$ cat src/rtl/kre_pkg.sv
package kre_pkg;

  localparam int unsigned QueueDepth = 2;

  localparam logic [4:0] HoldCap   = 5'd20;
  localparam logic [3:0] RepeatCap = 4'd15;
  localparam logic [4:0] GravCap   = 5'd31;
  localparam logic [4:0] LevelFast = 5'd14;
  localparam logic [4:0] DropNeed  = 5'd1;
  localparam logic [4:0] UpNeed    = 5'd1;
  localparam logic [4:0] PauseNeed = 5'd2;

  localparam logic [3:0] RepeatThresholdReset = 4'd3;
  localparam logic [3:0] RepeatRestartReset   = 4'd1;
  localparam logic [4:0] GravityBaseReset     = 5'd15;

  localparam int unsigned NumEvents = 8;

  typedef enum logic [1:0] {
    CFG_REPEAT_THRESHOLD = 2'd0,
    CFG_REPEAT_RESTART   = 2'd1,
    CFG_GRAVITY_BASE     = 2'd2
  } cfg_index_t;

  typedef enum logic [2:0] {
    EV_LEFT    = 3'd0,
    EV_RIGHT   = 3'd1,
    EV_DOWN    = 3'd2,
    EV_DROP    = 3'd3,
    EV_UP      = 3'd4,
    EV_PAUSE   = 3'd5,
    EV_GRAVITY = 3'd6,
    EV_REFRESH = 3'd7
  } event_code_t;

  typedef struct packed {
    logic       left_button;
    logic       left_shoulder;
    logic       right_button;
    logic       right_shoulder;
    logic       down_button;
    logic       button_three;
    logic       up_button;
    logic       button_one;
    logic       button_two;
    logic       pause_button;
    logic       camera_on;
    logic [4:0] speed_level;
  } in_item_t;

  typedef struct packed {
    logic [2:0] event_code;
    logic       last_of_tick;
  } out_item_t;

  typedef struct packed {
    logic [3:0] repeat_threshold;
    logic [3:0] repeat_restart;
    logic [4:0] gravity_base;
  } cfg_t;

  // One bit per event code; bit position equals the code.
  typedef logic [NumEvents-1:0] event_mask_t;

endpackage

$ cat src/rtl/kre_front.sv
module kre_front (
  input  logic                  clk,
  input  logic                  rst_n,
  input  logic                  in_valid,
  output logic                  in_ready,
  input  kre_pkg::in_item_t     in_data,
  input  kre_pkg::cfg_t         cfg,
  output logic                  push_valid,
  input  logic                  push_ready,
  output kre_pkg::event_mask_t  push_mask
);

  logic [3:0] left_hold_r, left_hold_nxt;
  logic [3:0] right_hold_r, right_hold_nxt;
  logic [3:0] down_hold_r, down_hold_nxt;
  logic [4:0] drop_hold_r, drop_hold_nxt;
  logic [4:0] up_hold_r, up_hold_nxt;
  logic [4:0] pause_hold_r, pause_hold_nxt;
  logic [4:0] grav_r, grav_nxt;
  logic       prev_cam_r, prev_cam_nxt;

  logic                 accept;
  kre_pkg::event_mask_t mask;

  assign in_ready = push_ready;
  assign accept   = in_valid && in_ready;

  always_comb begin
    logic       held_left, held_right, held_down, held_drop, held_up, held_pause;
    logic [3:0] inc4;
    logic [4:0] inc5;
    logic [4:0] period;
    logic       key_event;
    logic       grav_fire;

    held_left  = in_data.left_button | in_data.left_shoulder;
    held_right = in_data.right_button | in_data.right_shoulder;
    held_down  = in_data.down_button | in_data.button_three;
    held_drop  = in_data.button_three;
    held_up    = in_data.up_button | in_data.button_one | in_data.button_two;
    held_pause = in_data.pause_button;

    mask = '0;
    inc4 = '0;

    // Auto-repeat keys: count saturates, fires at threshold and reloads.
    left_hold_nxt = '0;
    if (held_left) begin
      inc4 = (left_hold_r < kre_pkg::RepeatCap) ? left_hold_r + 4'd1 : left_hold_r;
      if (inc4 >= cfg.repeat_threshold) begin
        left_hold_nxt = cfg.repeat_restart;
        mask[kre_pkg::EV_LEFT] = 1'b1;
      end else begin
        left_hold_nxt = inc4;
      end
    end

    right_hold_nxt = '0;
    if (held_right) begin
      inc4 = (right_hold_r < kre_pkg::RepeatCap) ? right_hold_r + 4'd1 : right_hold_r;
      if (inc4 >= cfg.repeat_threshold) begin
        right_hold_nxt = cfg.repeat_restart;
        mask[kre_pkg::EV_RIGHT] = 1'b1;
      end else begin
        right_hold_nxt = inc4;
      end
    end

    down_hold_nxt = '0;
    if (held_down) begin
      inc4 = (down_hold_r < kre_pkg::RepeatCap) ? down_hold_r + 4'd1 : down_hold_r;
      if (inc4 >= cfg.repeat_threshold) begin
        down_hold_nxt = cfg.repeat_restart;
        mask[kre_pkg::EV_DOWN] = 1'b1;
      end else begin
        down_hold_nxt = inc4;
      end
    end

    // Release keys fire once on release if they were held long enough.
    drop_hold_nxt = '0;
    if (held_drop) begin
      drop_hold_nxt = (drop_hold_r < kre_pkg::HoldCap) ? drop_hold_r + 5'd1 : kre_pkg::HoldCap;
    end else begin
      mask[kre_pkg::EV_DROP] = drop_hold_r > kre_pkg::DropNeed;
    end

    up_hold_nxt = '0;
    if (held_up) begin
      up_hold_nxt = (up_hold_r < kre_pkg::HoldCap) ? up_hold_r + 5'd1 : kre_pkg::HoldCap;
    end else begin
      mask[kre_pkg::EV_UP] = up_hold_r > kre_pkg::UpNeed;
    end

    pause_hold_nxt = '0;
    if (held_pause) begin
      pause_hold_nxt = (pause_hold_r < kre_pkg::HoldCap) ? pause_hold_r + 5'd1
                                                         : kre_pkg::HoldCap;
    end else begin
      mask[kre_pkg::EV_PAUSE] = pause_hold_r > kre_pkg::PauseNeed;
    end

    key_event = |mask[kre_pkg::EV_PAUSE:kre_pkg::EV_LEFT];

    // Gravity only advances on ticks without a key event.
    inc5      = (grav_r < kre_pkg::GravCap) ? grav_r + 5'd1 : grav_r;
    period    = cfg.gravity_base - in_data.speed_level;
    grav_fire = (in_data.speed_level > kre_pkg::LevelFast) ||
                (in_data.speed_level >= cfg.gravity_base) ||
                (inc5 >= period);
    grav_nxt  = grav_r;
    if (!key_event) begin
      grav_nxt = grav_fire ? 5'd0 : inc5;
      mask[kre_pkg::EV_GRAVITY] = grav_fire;
    end

    mask[kre_pkg::EV_REFRESH] = in_data.camera_on != prev_cam_r;
    prev_cam_nxt = in_data.camera_on;
  end

  assign push_valid = accept && (mask != '0);
  assign push_mask  = mask;

  always_ff @(posedge clk) begin
    if (!rst_n) begin
      left_hold_r  <= '0;
      right_hold_r <= '0;
      down_hold_r  <= '0;
      drop_hold_r  <= '0;
      up_hold_r    <= '0;
      pause_hold_r <= '0;
      grav_r       <= '0;
      prev_cam_r   <= 1'b0;
    end else if (accept) begin
      left_hold_r  <= left_hold_nxt;
      right_hold_r <= right_hold_nxt;
      down_hold_r  <= down_hold_nxt;
      drop_hold_r  <= drop_hold_nxt;
      up_hold_r    <= up_hold_nxt;
      pause_hold_r <= pause_hold_nxt;
      grav_r       <= grav_nxt;
      prev_cam_r   <= prev_cam_nxt;
    end
  end

endmodule

$ cat src/rtl/kre_fifo.sv
module kre_fifo #(
  parameter int unsigned DEPTH = kre_pkg::QueueDepth
) (
  input  logic                 clk,
  input  logic                 rst_n,
  input  logic                 push_valid,
  output logic                 push_ready,
  input  kre_pkg::event_mask_t push_data,
  output logic                 pop_valid,
  input  logic                 pop_ready,
  output kre_pkg::event_mask_t pop_data
);

  localparam int unsigned PtrW = (DEPTH > 1) ? $clog2(DEPTH) : 1;
  localparam int unsigned CntW = $clog2(DEPTH + 1);

  kre_pkg::event_mask_t mem_r [DEPTH];
  logic [PtrW-1:0] wr_ptr_r, wr_ptr_nxt;
  logic [PtrW-1:0] rd_ptr_r, rd_ptr_nxt;
  logic [CntW-1:0] count_r, count_nxt;
  logic            push, pop;

  assign push_ready = count_r != CntW'(DEPTH);
  assign pop_valid  = count_r != '0;
  assign pop_data   = mem_r[rd_ptr_r];
  assign push       = push_valid && push_ready;
  assign pop        = pop_valid && pop_ready;

  always_comb begin
    wr_ptr_nxt = wr_ptr_r;
    rd_ptr_nxt = rd_ptr_r;
    count_nxt  = count_r;
    if (push) begin
      wr_ptr_nxt = (wr_ptr_r == PtrW'(DEPTH - 1)) ? '0 : wr_ptr_r + 1'b1;
    end
    if (pop) begin
      rd_ptr_nxt = (rd_ptr_r == PtrW'(DEPTH - 1)) ? '0 : rd_ptr_r + 1'b1;
    end
    if (push && !pop) begin
      count_nxt = count_r + 1'b1;
    end else if (pop && !push) begin
      count_nxt = count_r - 1'b1;
    end
  end

  always_ff @(posedge clk) begin
    if (!rst_n) begin
      wr_ptr_r <= '0;
      rd_ptr_r <= '0;
      count_r  <= '0;
    end else begin
      wr_ptr_r <= wr_ptr_nxt;
      rd_ptr_r <= rd_ptr_nxt;
      count_r  <= count_nxt;
    end
  end

  always_ff @(posedge clk) begin
    if (push) begin
      mem_r[wr_ptr_r] <= push_data;
    end
  end

`ifndef SYNTHESIS
  a_count_bound: assert property (@(posedge clk) disable iff (!rst_n)
    count_r <= CntW'(DEPTH))
    else $error("queue occupancy exceeds its depth");
`endif

endmodule

$ cat src/rtl/kre_back.sv
module kre_back (
  input  logic                 clk,
  input  logic                 rst_n,
  input  logic                 pop_valid,
  output logic                 pop_ready,
  input  kre_pkg::event_mask_t pop_data,
  output logic                 out_valid,
  input  logic                 out_ready,
  output kre_pkg::out_item_t   out_data
);

  kre_pkg::event_mask_t rem_r, rem_nxt;
  logic                 out_valid_r, out_valid_nxt;
  kre_pkg::out_item_t   out_r, out_nxt;

  logic                 slot_free;
  logic                 advance;
  logic [2:0]           low_idx;
  kre_pkg::event_mask_t rem_clr;
  kre_pkg::event_mask_t rem_after;

  // Lowest pending bit is the next event in the fixed order.
  always_comb begin
    low_idx = '0;
    for (int i = kre_pkg::NumEvents - 1; i >= 0; i--) begin
      if (rem_r[i]) begin
        low_idx = 3'(i);
      end
    end
  end

  assign rem_clr   = rem_r & (rem_r - 1'b1);
  assign slot_free = !out_valid_r || out_ready;
  assign advance   = slot_free && (rem_r != '0);
  assign rem_after = advance ? rem_clr : rem_r;
  assign pop_ready = rem_after == '0;

  always_comb begin
    rem_nxt       = (pop_valid && pop_ready) ? pop_data : rem_after;
    out_valid_nxt = out_valid_r && !out_ready;
    out_nxt       = out_r;
    if (advance) begin
      out_valid_nxt        = 1'b1;
      out_nxt.event_code   = low_idx;
      out_nxt.last_of_tick = rem_clr == '0;
    end
  end

  always_ff @(posedge clk) begin
    if (!rst_n) begin
      rem_r       <= '0;
      out_valid_r <= 1'b0;
    end else begin
      rem_r       <= rem_nxt;
      out_valid_r <= out_valid_nxt;
    end
    out_r <= out_nxt;
  end

  assign out_valid = out_valid_r;
  assign out_data  = out_r;

`ifndef SYNTHESIS
  a_more_pending: assert property (@(posedge clk) disable iff (!rst_n)
    out_valid_r && !out_r.last_of_tick |-> rem_r != '0)
    else $error("event shown as not last but nothing remains for the tick");

  a_order: assert property (@(posedge clk) disable iff (!rst_n)
    out_valid_r && out_ready && !out_r.last_of_tick |=>
      out_valid_r && (out_r.event_code > $past(out_r.event_code)))
    else $error("events of one tick left out of order");

  a_pop_idle: assert property (@(posedge clk) disable iff (!rst_n)
    pop_valid && pop_ready |=> rem_r != '0)
    else $error("an empty event set was taken from the queue");
`endif

endmodule

$ cat src/rtl/key_repeat_and_gravity_events.sv
// Each accepted tick is classified in the cycle it is transferred and queued as a set of events.
// Events leave one per cycle from a registered output while out_ready is high.
// A tick with n events gives n output events; a tick with no events is not queued,
// so input throughput is one tick per cycle while the event queue has room.
// Synchronous active-low reset clears all hold counters, the gravity counter, the camera
// flag, the queue and the output, and loads the register defaults 3, 1 and 15.
module key_repeat_and_gravity_events #(
  parameter int unsigned QUEUE_DEPTH = kre_pkg::QueueDepth
) (
  input  logic               clk,
  input  logic               rst_n,
  input  logic               in_valid,
  output logic               in_ready,
  input  kre_pkg::in_item_t  in_data,
  output logic               out_valid,
  input  logic               out_ready,
  output kre_pkg::out_item_t out_data,
  input  logic               cfg_we,
  input  logic [1:0]         cfg_index,
  input  logic [4:0]         cfg_data
);

  kre_pkg::cfg_t        cfg_r;
  logic                 push_valid, push_ready;
  kre_pkg::event_mask_t push_mask;
  logic                 pop_valid, pop_ready;
  kre_pkg::event_mask_t pop_data;

  always_ff @(posedge clk) begin
    if (!rst_n) begin
      cfg_r.repeat_threshold <= kre_pkg::RepeatThresholdReset;
      cfg_r.repeat_restart   <= kre_pkg::RepeatRestartReset;
      cfg_r.gravity_base     <= kre_pkg::GravityBaseReset;
    end else if (cfg_we) begin
      case (cfg_index)
        kre_pkg::CFG_REPEAT_THRESHOLD: cfg_r.repeat_threshold <= cfg_data[3:0];
        kre_pkg::CFG_REPEAT_RESTART:   cfg_r.repeat_restart   <= cfg_data[3:0];
        kre_pkg::CFG_GRAVITY_BASE:     cfg_r.gravity_base     <= cfg_data;
        default: ;
      endcase
    end
  end

  kre_front u_front (
    .clk        (clk),
    .rst_n      (rst_n),
    .in_valid   (in_valid),
    .in_ready   (in_ready),
    .in_data    (in_data),
    .cfg        (cfg_r),
    .push_valid (push_valid),
    .push_ready (push_ready),
    .push_mask  (push_mask)
  );

  kre_fifo #(
    .DEPTH (QUEUE_DEPTH)
  ) u_fifo (
    .clk        (clk),
    .rst_n      (rst_n),
    .push_valid (push_valid),
    .push_ready (push_ready),
    .push_data  (push_mask),
    .pop_valid  (pop_valid),
    .pop_ready  (pop_ready),
    .pop_data   (pop_data)
  );

  kre_back u_back (
    .clk        (clk),
    .rst_n      (rst_n),
    .pop_valid  (pop_valid),
    .pop_ready  (pop_ready),
    .pop_data   (pop_data),
    .out_valid  (out_valid),
    .out_ready  (out_ready),
    .out_data   (out_data)
  );

endmodule
$ cat config.mk
export PLATFORM = sky130hd
export DESIGN_NAME = key_repeat_and_gravity_events
export DESIGN_NICKNAME = d
export VERILOG_FILES = /design/src/rtl/kre_pkg.sv /design/src/rtl/kre_front.sv /design/src/rtl/kre_fifo.sv /design/src/rtl/kre_back.sv /design/src/rtl/key_repeat_and_gravity_events.sv
export SDC_FILE = /design/constraint.sdc
export NUM_CORES = 1
export LEC_CHECK = 0
export ABC_AREA = 1
export ABC_CLOCK_PERIOD_IN_PS = 7500
export BUFFER_PORTS_ARGS = -buffer_cell sky130_fd_sc_hd__clkbuf_2
export CAP_MARGIN = 40
export CORE_MARGIN = 2
export CORE_UTILIZATION = 57
export CTS_BUF_LIST = sky130_fd_sc_hd__clkbuf_2
export CTS_CLUSTER_DIAMETER = 50
export DETAILED_ROUTE_END_ITERATION = 6
export GPL_ROUTABILITY_DRIVEN = 0
export PLACE_DENSITY = 0.76
export SLEW_MARGIN = 20
export SYNTH_ARGS = -nofsm -noshare
export SYNTH_HDL_FRONTEND = slang
export SYNTH_SLANG_ARGS = --single-unit
$ cat constraint.sdc
create_clock -name clk -period 7.5 [get_ports clk]
set_input_delay 1.125 -clock clk [delete_from_list [all_inputs] [get_ports clk]]
set_output_delay 1.125 -clock clk [all_outputs]
set_load 0.01 [all_outputs]
==> summary.txt, run 1 <==
Logic synthesis
  – Post-synth EDFFs: 20
  – Fraction of the mapped netlist area in adder cells: 0.0923
  – Area share of and/or/nand/nor cells after synthesis: 0.237
  – Top cells by area, synth: dfxtp_1 (26%), edfxtp_1 (13%), nand2_1 (11%)
  – Mux share of post-synthesis cell area: 0.0189
  – Flops & latches, synth: 80
  – Number of library cell types mapped by synthesis: slightly above 40
  – Sequential area share after synthesis: 0.384
  – Post-Syn Instances: 611
  – Synth top area share: 0.256
  – Synthesized area: ~4700 sq um
  – Post-Syn Area per Cell: approximately 7.7 sq um
  – Synth area leader: dfxtp_1
  – Combinational family with the most area after synthesis: simple AND/OR/NAND/NOR gates
  – Synth warn: 0
  – Ys async rst share: 0
  – Post-synthesis compound-gate area fraction: 0.157
  – Net count after synthesis: slightly below 700
  – Post-Synth XOR/XNOR Area: 0.0205
  – Synth Flop Type: dfxtp_1

Route
  – TritonRoute pass-1 iters: 4
  – Via count: about 4000
  – Drt wl/cell: between 10 and 15 um
  – Remaining DRCs: 0
  – DR vias/cell: between 5 and 6
  – Total wire length: roughly 9600 um
  – DRT iter0 DRCs: between 150 and 200
  – Antenna Nets Post-Route: 0

STA
  – Worst slew margin: 0.548
  – Finish-stage setup viols: 0
  – Setup_tns: 0 ns
  – Hold Fails Final Rpt: 0
  – Worst Tran Pin Value: 0.675 ns
  – RSZ-0062 raised after global routing: no
  – Fin crit share: 0.509
  – Worst Skew: 0.0313 ns
  – F_max: about 260 MHz
  – Final Slew Violations: 0
  – Min Tclk post-route: around 3.8 ns

Floorplanning
  – # rows: 33
  – Initial Util: 0.580
  – DIE HEIGHT: between 90 and 100 um
  – Core area: between 8000 and 9000 sq um
  – Die area: roughly 9000 sq um
  – Die W: approximately 95 um
  – I/O Pins: 34

Worst setup path
  – Critical path peak fanout: 6
  – Worst reg2reg path depth: 21
  – Crit Path Category: in2reg
  – CP required: a little under 8 ns
  – Startpoint Class: input pin
  – Setup crit end kind: flop
  – Register-to-register setup slack: 3.98 ns
  – Worst path arrival time: about 4.3 ns
  – R2r startpoint: u_front.down_hold_r[0]
  – Reg2Reg Capture Point: u_fifo.count_r[1]

Power and ir drop
  – Combinational Power Share: 0.479
  – Switching part of the total power: 0.451
  – LEAKAGE: between 2 and 2.5 nW
  – P_sw: around 0.72 mW
  – Total Power: around 1.6 mW
  – Max VDD drop: around 0.18 mV
  – Reg power frac: 0.395
  – Clock share of power: 0.126
  – Internal power: about 0.87 mW
  – PD cells: 317 nW/um^2

CTS
  – Root Buffer: clkbuf_2
  – Worst skew pair latency: about 0.54 ns
  – H-tree depth: 3
  – Clock Tree Buf Depth: 2
  – Post-CTS setup buffers: 0
  – CTS clk-pin slew, worst paths: roughly 0.2 ns
  – CTS resizes: 0
  – Hold buffer count at cts: 0
  – Sink Count: 80
  – Number of CTS-inserted buffers: 9
  – TritonCTS clock tree: yes

Min path
  – Hold path cells: 2
  – Worst hold endpoint: cfg_r[3]
  – Hold Crit Class: reg2reg
  – Hold Startpoint: cfg_r[3]

Final layout
  – N_diodes: 0
  – Share of cells above drive strength 1: 0.149
  – Sequential Area: between 1500 and 2000 sq um
  – Nets@finish: 706
  – Area Growth Syn to Fin: 7.09%
  – Multi-input logic area: between 2000 and 2500 sq um
  – # fillers: about 750

GRT
  – First-pass GRT wire length: approximately 16000 um
  – GR Overflow Total: 0
  – Initial antenna violation count: 0
  – Total GRT Usage: 0.229
  – Vias in the first global route: about 3800
  – Largest net degree at the start of global routing: 40

Placement
  – Port Buffers: 33
  – Post-DP HPWL: slightly above 7000 um

Status
  – Status: complete, no violations

Job
  – Max Cap Viol: 0
==> final cells by class <==
class	instances	area share
flip-flops and latches	80	0.359
clock inverters	5	0.00672
repair buffers	35	0.0359
well taps	105	0.0261
inverters	95	0.0710
multi-input cells	423	0.491
clock buffers	11	0.0110
==> cell usage in the layout, fill, tap and decap left out, drive strengths merged, types with 7 or more instances in the layout <==
| cell type | n |
|---|---|
| nand2 | 140 |
| inv | 95 |
| dfxtp | 60 |
| a21oi | 58 |
| nor2 | 55 |
| clkbuf | 44 |
| nand3 | 43 |
| ha | 33 |
| o21ai | 30 |
| edfxtp | 20 |
| o211ai | 17 |
| nor3 | 7 |
| xnor2 | 7 |
| mux2 | 7 |
==> stage by stage <==
step / hold slack (ns) / std cells / utilization / setup slack [ns] / area (sq um)
after floorplan: 0.446 / 611 / - / 3.62 / 4690
final: 0.503 / 754 / 0.621 / 3.68 / 5020
after global routing: 0.525 / 754 / 0.621 / 3.41 / 5020
after CTS: 0.501 / 754 / 0.621 / 3.76 / 5020
after detailed placement: 0.472 / 738 / 0.610 / 3.18 / 4940
after global placement: 0.470 / 738 / 0.610 / 3.32 / 4940
==> logic make-up (layout without fill, tap and decap cells) <==
kind of cell               Yosys count  after routing
and+or+nand+nor                    249            249
DFF                                 80             80
adders and majority gates           34             34
muxes                                8              8
xor gates and xnor gates            11             11
AOI/OAI and AO/OA                  121            121
buffers and inverters              108            146
==> state kept, by name (all words and copies together) (netlist names), named ones only <==
signal,cells
u_fifo.mem_r,16
cfg_r,13
u_back.rem_r,8
u_front.drop_hold_r,5
u_front.grav_r,5
u_front.pause_hold_r,5
u_front.up_hold_r,5
u_back.out_data,4
u_front.down_hold_r,4
u_front.left_hold_r,4
u_front.right_hold_r,4
u_fifo.count_r,2
u_back.out_valid,1
u_fifo.rd_ptr_r,1
u_fifo.wr_ptr_r,1
u_front.prev_cam_r,1
==> how the worst max path moves through the flow <==
stage / startpoint / to / cells past startpoint
after floorplan: in_data[0] / u_fifo.count_r[1] / 20
after global placement: in_data[0] / u_fifo.count_r[1] / 21
after detailed placement: in_data[0] / u_fifo.count_r[1] / 21
after CTS: in_data[0] / u_fifo.count_r[1] / 21
after global routing: in_data[0] / u_fifo.count_r[1] / 21
final: in_data[0] / u_fifo.count_r[1] / 21
==> cells in the mapped netlist (2+ instances only) <==
cell type	n
a31oi_1	3
clkbuf_1	7
xor2_1	4
edfxtp_1	20
dfxtp_1	60
buf_6	2
buf_2	3
o21ai_0	25
nand2_1	134
o21ai_2	3
nand3_1	34
ha_1	33
nor2_4	4
a211oi_1	2
inv_2	6
a221oi_1	2
nand2_2	5
nor3_1	7
o211ai_1	17
nand4_1	3
o21bai_1	4
nor2_1	48
xnor2_1	7
nand3_2	9
a21oi_1	51
inv_1	89
nor2_2	3
mux2_2	7
a21oi_2	7
==> per-layer routing <==
metal	up-vias	global-route usage	wire [um]
met5	-	0	0
met4	0	0.0966	197
met3	18	0.0391	402
met2	75	0.408	4670
met1	1836	0.270	4290
li1	2082	-	-
==> power groups by stage <==
stage,registers (mW),clock network [mW],logic [mW]
floorplan,0.625,0,0.617
global placement,0.634,0,0.729
detailed placement,0.637,0,0.761
CTS,0.627,0.206,0.765
global route,0.639,0.223,0.866
finish,0.628,0.200,0.762
==> worst max-delay path, stage by stage <==
cell,delay (ns)
clkbuf_2,0.09
ha_1,0.21
fa_1,0.40
o21ai_0,0.26
xnor2_1,0.16
ha_1,0.26
nand2_1,0.07
nand2_1,0.05
inv_1,0.05
nand2_1,0.04
nor2_1,0.12
nand3_1,0.20
nor2_1,0.14
nand3_1,0.12
nand2_1,0.12
inv_1,0.06
ha_1,0.31
a21oi_1,0.12
o21ai_0,0.11
o21ai_0,0.16
a21oi_1,0.06
(Power assumes the default switching activity.)
==> run 2: changes to the inputs <==
ABC_CLOCK_PERIOD_IN_PS = 3300   (was 7500)
PLACE_DENSITY = 0.79   (was 0.76)
clock period = 3.3 ns   (was 7.5 ns; I/O delays follow)
==> run 2 against run 1 <==
- register-to-register slack lost 3.8 ns
- clock skew shrank 0.0092 ns
- setup slack lost 3.5 ns
- first-iteration DRC count grew 8.3%
- largest power group unchanged
==> summary.txt, run 2 (synthesis results as in run 1) <==
Worst setup path
  – CP required: between 3 and 4 ns
  – Crit Path Category: reg2reg
  – Setup crit end kind: flop
  – Startpoint Class: flop
  – Worst path arrival time: 3.56 ns
  – Cell chain of the critical path: inv_1 -> ha_1 -> fa_2 -> o21ai_1 -> xnor2_1 -> ha_1 -> nand2_1 -> nand2_1 -> inv_1 -> nand2_1 -> nor2_2 -> nand3_2 -> nor2_2 -> nand3_2 -> nand2_1 -> inv_1 -> ha_1 -> a21oi_2 -> o21ai_1 -> o21ai_1 -> a21oi_1
  – Crit path largest cell delay: around 0.36 ns
  – Critical path peak fanout: 3
  – Slowest-stage cell, CP: dfxtp_1
  – Crit path top cell by count: nand2_1

CTS
  – H-tree depth: 3
  – TritonCTS clock tree: yes
  – Worst skew pair latency: 0.54 ns
  – Root Buffer: clkbuf_2
  – Hold buffer count at cts: 0
  – Number of CTS-inserted buffers: 9
  – CTS clk-pin slew, worst paths: around 0.22 ns
  – Clock Tree Buf Depth: 2
  – Sink Count: 80

Floorplanning
  – DIE HEIGHT: roughly 95 um
  – Core area: about 8000 sq um
  – I/O Pins: 34
  – # rows: 33
  – Die area: 8970 sq um
  – Initial Util: 0.580
  – Die W: approximately 95 um

Placement
  – Post-DP HPWL: around 7300 um
  – Port Buffers: 33
  – Post-DP Area: 5020 sq um

Route
  – Met1 WL: around 4300 um
  – Antenna Nets Post-Route: 0
  – Total wire length: 9960 um
  – Met2 WL: ~5200 um
  – Max Used Layer: met4
  – Drt wl/cell: 13.0 um
  – DR vias/cell: around 5.3
  – DRT iter0 DRCs: ~180
  – Remaining DRCs: 0
  – Met3 WL: roughly 280 um
  – Via count: a little over 4000
  – TritonRoute pass-1 iters: 5

Power and ir drop
  – Clock share of power: 0.124
  – Max VDD drop: approximately 0.43 mV
  – LEAKAGE: around 2.4 nW
  – Internal power: approximately 2.1 mW
  – Reg power frac: 0.368
  – P_sw: about 1.7 mW
  – Combinational Power Share: 0.508
  – PD cells: between 700 and 800 nW/um^2
  – Switching part of the total power: 0.449

Status
  – Status: complete, no violations

Final layout
  – Commonest non-fill, non-tap cells in the layout: nand2_1 (132), inv_1 (88), dfxtp_1 (54)
  – # fillers: ~730
  – Largest regs: u_fifo.mem_r (16), cfg_r (13), u_back.rem_r (8)
  – Max reg flops: 16
  – Share of cells above drive strength 1: 0.198
  – Most common cell after layout, fill and taps aside: nand2_1
  – Finished Cell Area: roughly 5200 sq um
  – Sequential Area: 1810 sq um
  – Multi-input logic area: between 2000 and 3000 sq um
  – N_diodes: 0
  – Largest register by flop count: u_fifo.mem_r
  – Nets@finish: around 720
  – Area Growth Syn to Fin: 11.1%

Min path
  – Hold Crit Class: in2reg

GRT
  – GR Overflow Total: 0
  – First-pass GRT wire length: between 15000 and 20000 um
  – Vias in the first global route: about 3800
  – Largest net degree at the start of global routing: 30
  – Initial antenna violation count: 0
  – Total GRT Usage: 0.231

STA
  – Worst Tran Pin Value: 0.802 ns
  – Finish-stage setup viols: 0
  – Setup_tns: 0 ns
  – Worst slew margin: 0.465
  – Fin crit share: 0.944
  – Min Tclk post-route: roughly 3.1 ns
  – F_max: about 320 MHz
  – Final Slew Violations: 0
  – Hold Fails Final Rpt: 0
  – Worst Skew: 0.0222 ns

Job
  – Max Cap Viol: 0
run 2: final cells by class:
type	instances	share of cell area
flip-flops and latches	80	0.348
multi-input cells	423	0.484
clock buffers	9	0.00864
repair buffers	48	0.0557
well taps	105	0.0252
inverters	95	0.0684
clock inverters	7	0.0101
run 2: path summary, 6_finish.rpt:
kind / cells past startpoint / endpoint / slack [ns] / startpoint
worst min-delay path: 3 / cfg_r[4] / 0.20 / cfg_data[4]
worst max-delay path: 21 / u_fifo.count_r[1] / 0.19 / cfg_r[0]
worst max register to register: 21 / u_fifo.count_r[1] / 0.19 / cfg_r[0]
worst min register to register: 2 / cfg_r[4] / 0.49 / cfg_r[4]
run 2: what timing repair did:
action	4_1_cts	5_1_grt
endpoints found under the setup margin	0	14
resized for setup	0	29
setup buffers	0	4
run 2: stage by stage:
stage / setup slack [ns] / std cells / utilization / hold WS, ns / power (mW)
finish: 0.186 / 767 / 0.644 / 0.199 / 3.90
global route: -0.0677 / 767 / 0.644 / 0.155 / 4.24
CTS: 0.0128 / 763 / 0.632 / 0.182 / 3.75
detailed placement: -0.212 / 747 / 0.620 / 0.467 / 3.26
global placement: -0.0916 / 747 / 0.620 / 0.458 / 3.17
floorplan: 0.0525 / 611 / - / 0.446 / 2.82
run 2: critical path, delay by kind of cell, from the launching register on:
kind                     cells  cell delay, ns
buffers and inverters        3            0.15
AND/OR/NAND/NOR              8            0.71
adder cells (fa/ha/maj)      4            1.14
XOR/XNOR                     1            0.14
AO/OA/AOI/OAI                5            0.55
flip-flops                   1            0.36
run 2: power groups by stage:
stage / Combinational (mW) / Clock [mW] / Sequential (mW)
after global routing: 2.24 / 0.544 / 1.46
after detailed placement: 1.81 / 0 / 1.45
after floorplan: 1.40 / 0 / 1.42
after CTS: 1.83 / 0.495 / 1.43
after global placement: 1.73 / 0 / 1.44
final: 1.98 / 0.484 / 1.43
run 2: routing by layer:
layer | GRT usage | up-vias
li1 | - | 2108
met1 | 0.285 | 1916
met2 | 0.404 | 63
met3 | 0.0335 | 11
met4 | 0.0894 | 0
met5 | 0 | -
==> run 3: changes to the inputs <==
ABC_AREA = default   (was 1)
==> run 3 against run 2 <==
- synthesized cell count decreased by 18%
- die area decreased by 2.0%
- sequential cell count unchanged
- area after synthesis decreased by 2.1%
- core utilization increased by 1.5 points
- clock power increased by 25%
- critical path type unchanged
- fmax decreased by 2.9%
==> summary.txt, run 3 <==
Status
  – Status: complete, no violations

GRT
  – Vias in the first global route: about 3600
  – Total GRT Usage: 0.228
  – GR Overflow Total: 0
  – Initial antenna violation count: 0
  – Largest net degree at the start of global routing: 29
  – First-pass GRT wire length: around 16000 um

Logic synthesis
  – Synth Flop Type: dfxtp_1
  – Post-Syn Area per Cell: around 9 sq um
  – Net count after synthesis: approximately 570
  – Synthesized area: 4600 sq um
  – Flops & latches, synth: 80
  – Synth top area share: 0.261
  – Combinational family with the most area after synthesis: simple AND/OR/NAND/NOR gates
  – Synth area leader: dfxtp_1
  – Top-count cell post-synth: nor2_1
  – Post-synth top cells: nor2_1 (67), dfxtp_1 (60), a21oi_1 (38)
  – Sequential area share after synthesis: 0.392
  – Post-synthesis compound-gate area fraction: 0.165
  – Synth warn: 0
  – Ys async rst share: 0
  – Post-Syn Instances: 504
  – Number of library cell types mapped by synthesis: 61
  – Post-synth EDFFs: 20
  – Top cells by area, synth: dfxtp_1 (26%), edfxtp_1 (13%), ha_1 (9.0%)
  – Mux share of post-synthesis cell area: 0.0888
  – Post-Synth XOR/XNOR Area: 0.0152
  – Fraction of the mapped netlist area in adder cells: 0.101
  – Area share of and/or/nand/nor cells after synthesis: 0.201

Floorplanning
  – I/O Pins: 34
  – Core area: around 7800 sq um
  – Initial Util: 0.592
  – # rows: 32
  – Die W: 93.8 um
  – Die area: slightly below 9000 sq um
  – DIE HEIGHT: approximately 94 um

CTS
  – Root Buffer: clkbuf_2
  – CTS clk-pin slew, worst paths: 0.23 ns
  – TritonCTS clock tree: yes
  – Number of CTS-inserted buffers: 9
  – Sink Count: 80
  – Worst skew pair latency: between 0.5 and 0.6 ns
  – H-tree depth: 3
  – Clock Tree Buf Depth: 2

Min path
  – Worst hold endpoint: u_front.prev_cam_r
  – Hold path cells: 3
  – Hold Crit Class: in2reg
  – Hold Startpoint: in_data[5]

Route
  – TritonRoute pass-1 iters: 5
  – Antenna Nets Post-Route: 0
  – Drt wl/cell: approximately 14 um
  – Met2 WL: 4660 um
  – Total wire length: a little over 9000 um
  – Max Used Layer: met4
  – Via count: roughly 3700
  – Met1 WL: between 4000 and 5000 um
  – DR vias/cell: between 5 and 6
  – Met3 WL: about 300 um
  – DRT iter0 DRCs: 136
  – Remaining DRCs: 0

Worst setup path
  – Crit path max-delay family: adder cells
  – Reg2Reg Capture Point: u_fifo.count_r[1]
  – Cell chain of the critical path: inv_2 -> ha_4 -> fa_2 -> inv_1 -> a21o_1 -> a21oi_2 -> xor2_1 -> ha_1 -> a2111oi_4 -> o211ai_1 -> nor4_2 -> a21oi_2 -> ha_2 -> xor2_1 -> or3_1 -> a21oi_1
  – Critical path peak fanout: 2
  – Startpoint Class: flop
  – CP required: about 3.8 ns
  – Worst path arrival time: ~3.7 ns
  – R2r startpoint: cfg_r[0]
  – Worst reg2reg path depth: 16
  – Crit path largest cell delay: between 0.3 and 0.4 ns
  – Crit Path Category: reg2reg
  – Critical path buffers and inverters: 2
  – Slowest-stage cell, CP: dfxtp_2
  – Setup crit end kind: flop
  – Register-to-register setup slack: ~0.094 ns

Final layout
  – Commonest non-fill, non-tap cells in the layout: nor2_1 (67), dfxtp_1 (58), clkbuf_2 (42)
  – Nets@finish: 605
  – Finished Cell Area: approximately 5000 sq um
  – Area Growth Syn to Fin: 11.3%
  – N_diodes: 0
  – # fillers: 660
  – Share of cells above drive strength 1: 0.201
  – Most common cell after layout, fill and taps aside: nor2_1
  – Largest register by flop count: u_fifo.mem_r
  – Largest regs: u_fifo.mem_r (16), cfg_r (13), u_back.rem_r (8)
  – Max reg flops: 16

Power and ir drop
  – PD cells: a little under 600 nW/um^2
  – LEAKAGE: 2.14 nW
  – Max VDD drop: ~0.36 mV

STA
  – Finish-stage setup viols: 0
  – Hold Fails Final Rpt: 0
  – Worst slew margin: 0.526
  – Worst Skew: between 0.03 and 0.04 ns
  – RSZ-0062 raised after global routing: yes
  – Setup ws final: 0.0943 ns
  – Worst Tran Pin Value: 0.710 ns
  – F_max: between 300 and 400 MHz
  – Min Tclk post-route: around 3.2 ns
  – Fin crit share: 0.971
  – Final Slew Violations: 0

Placement
  – Post-DP HPWL: between 6000 and 7000 um
  – Post-DP Area: around 4900 sq um
  – Port Buffers: 33
  – Setup WS pre-CTS: -0.295 ns

Job
  – Max Cap Viol: 0
## run 3: cells by family after synthesis
kind of cell | Yosys count
AOI/OAI and AO/OA | 114
xor gates and xnor gates | 8
adders and majority gates | 37
buffers and inverters | 41
DFF | 80
muxes | 39
and+or+nand+nor | 185
## run 3: worst reg2reg max path: stages (launching register included)
cell       delay, ns
dfxtp_2         0.38
inv_2           0.04
ha_4            0.15
fa_2            0.34
inv_1           0.06
a21o_1          0.13
a21oi_2         0.06
xor2_1          0.14
ha_1            0.34
a2111oi_4       0.29
o211ai_1        0.18
nor4_2          0.20
a21oi_2         0.10
ha_2            0.18
xor2_1          0.14
or3_1           0.30
a21oi_1         0.11
## run 3: area by class of cell
class                           instances  area, sq um  area share
Sequential cell                        80         1800       0.353
Clock buffer                            9         45.0     0.00881
Tap cell                              102          128      0.0250
Multi-Input combinational cell        383         2690       0.526
Clock inverter                          7         93.8      0.0183
Inverter                               22         82.6      0.0161
Timing Repair Buffer                   47          272      0.0531
## run 3: worst max-delay path by stage
stage / startpoint / end / slack [ns] / cells after the start
final: cfg_r[0] / u_fifo.count_r[1] / 0.09 / 16
after global routing: cfg_r[0] / u_fifo.count_r[1] / -0.06 / 16
after detailed placement: in_data[0] / u_fifo.count_r[1] / -0.30 / 15
after global placement: in_data[0] / u_fifo.count_r[1] / -0.21 / 15
after CTS: cfg_r[0] / u_fifo.count_r[1] / -0.07 / 16
after floorplan: in_data[0] / u_fifo.count_r[1] / -0.03 / 14
## run 3: per-stage QoR
| step | utilization | TNS, ns | cells | hold WS, ns | power, mW |
|---|---|---|---|---|---|
| 2_1_floorplan | - | -0.0348 | 504 | 0.445 | 2.16 |
| 3_3_place_gp | 0.633 | -0.733 | 632 | 0.455 | 2.38 |
| 3_5_place_dp | 0.633 | -2.35 | 632 | 0.465 | 2.43 |
| 4_1_cts | 0.655 | -0.290 | 650 | 0.138 | 3.06 |
| 5_1_grt | 0.659 | -0.0635 | 650 | 0.115 | 3.25 |
| 6_report | 0.659 | 0 | 650 | 0.180 | 3.05 |
## run 3: report_power, final
group,internal [mW],switching [mW]
logic,0.517,0.603
registers,1.19,0.137
clock network,0.252,0.350
## run 3: routing by layer
layer / track usage / vias up
li1: - / 1895
met1: 0.274 / 1761
met2: 0.404 / 63
met3: 0.0498 / 8
met4: 0.0700 / 0
met5: 0 / -
## run 3: timing repair
item                                    CTS  global route
hold endpoints to repair                  0             0
hold buffers                              0             0
pin swaps                                10             7
gates resized for setup                   7             7
endpoints found under the setup margin    1            18
setup buffers                             2             0
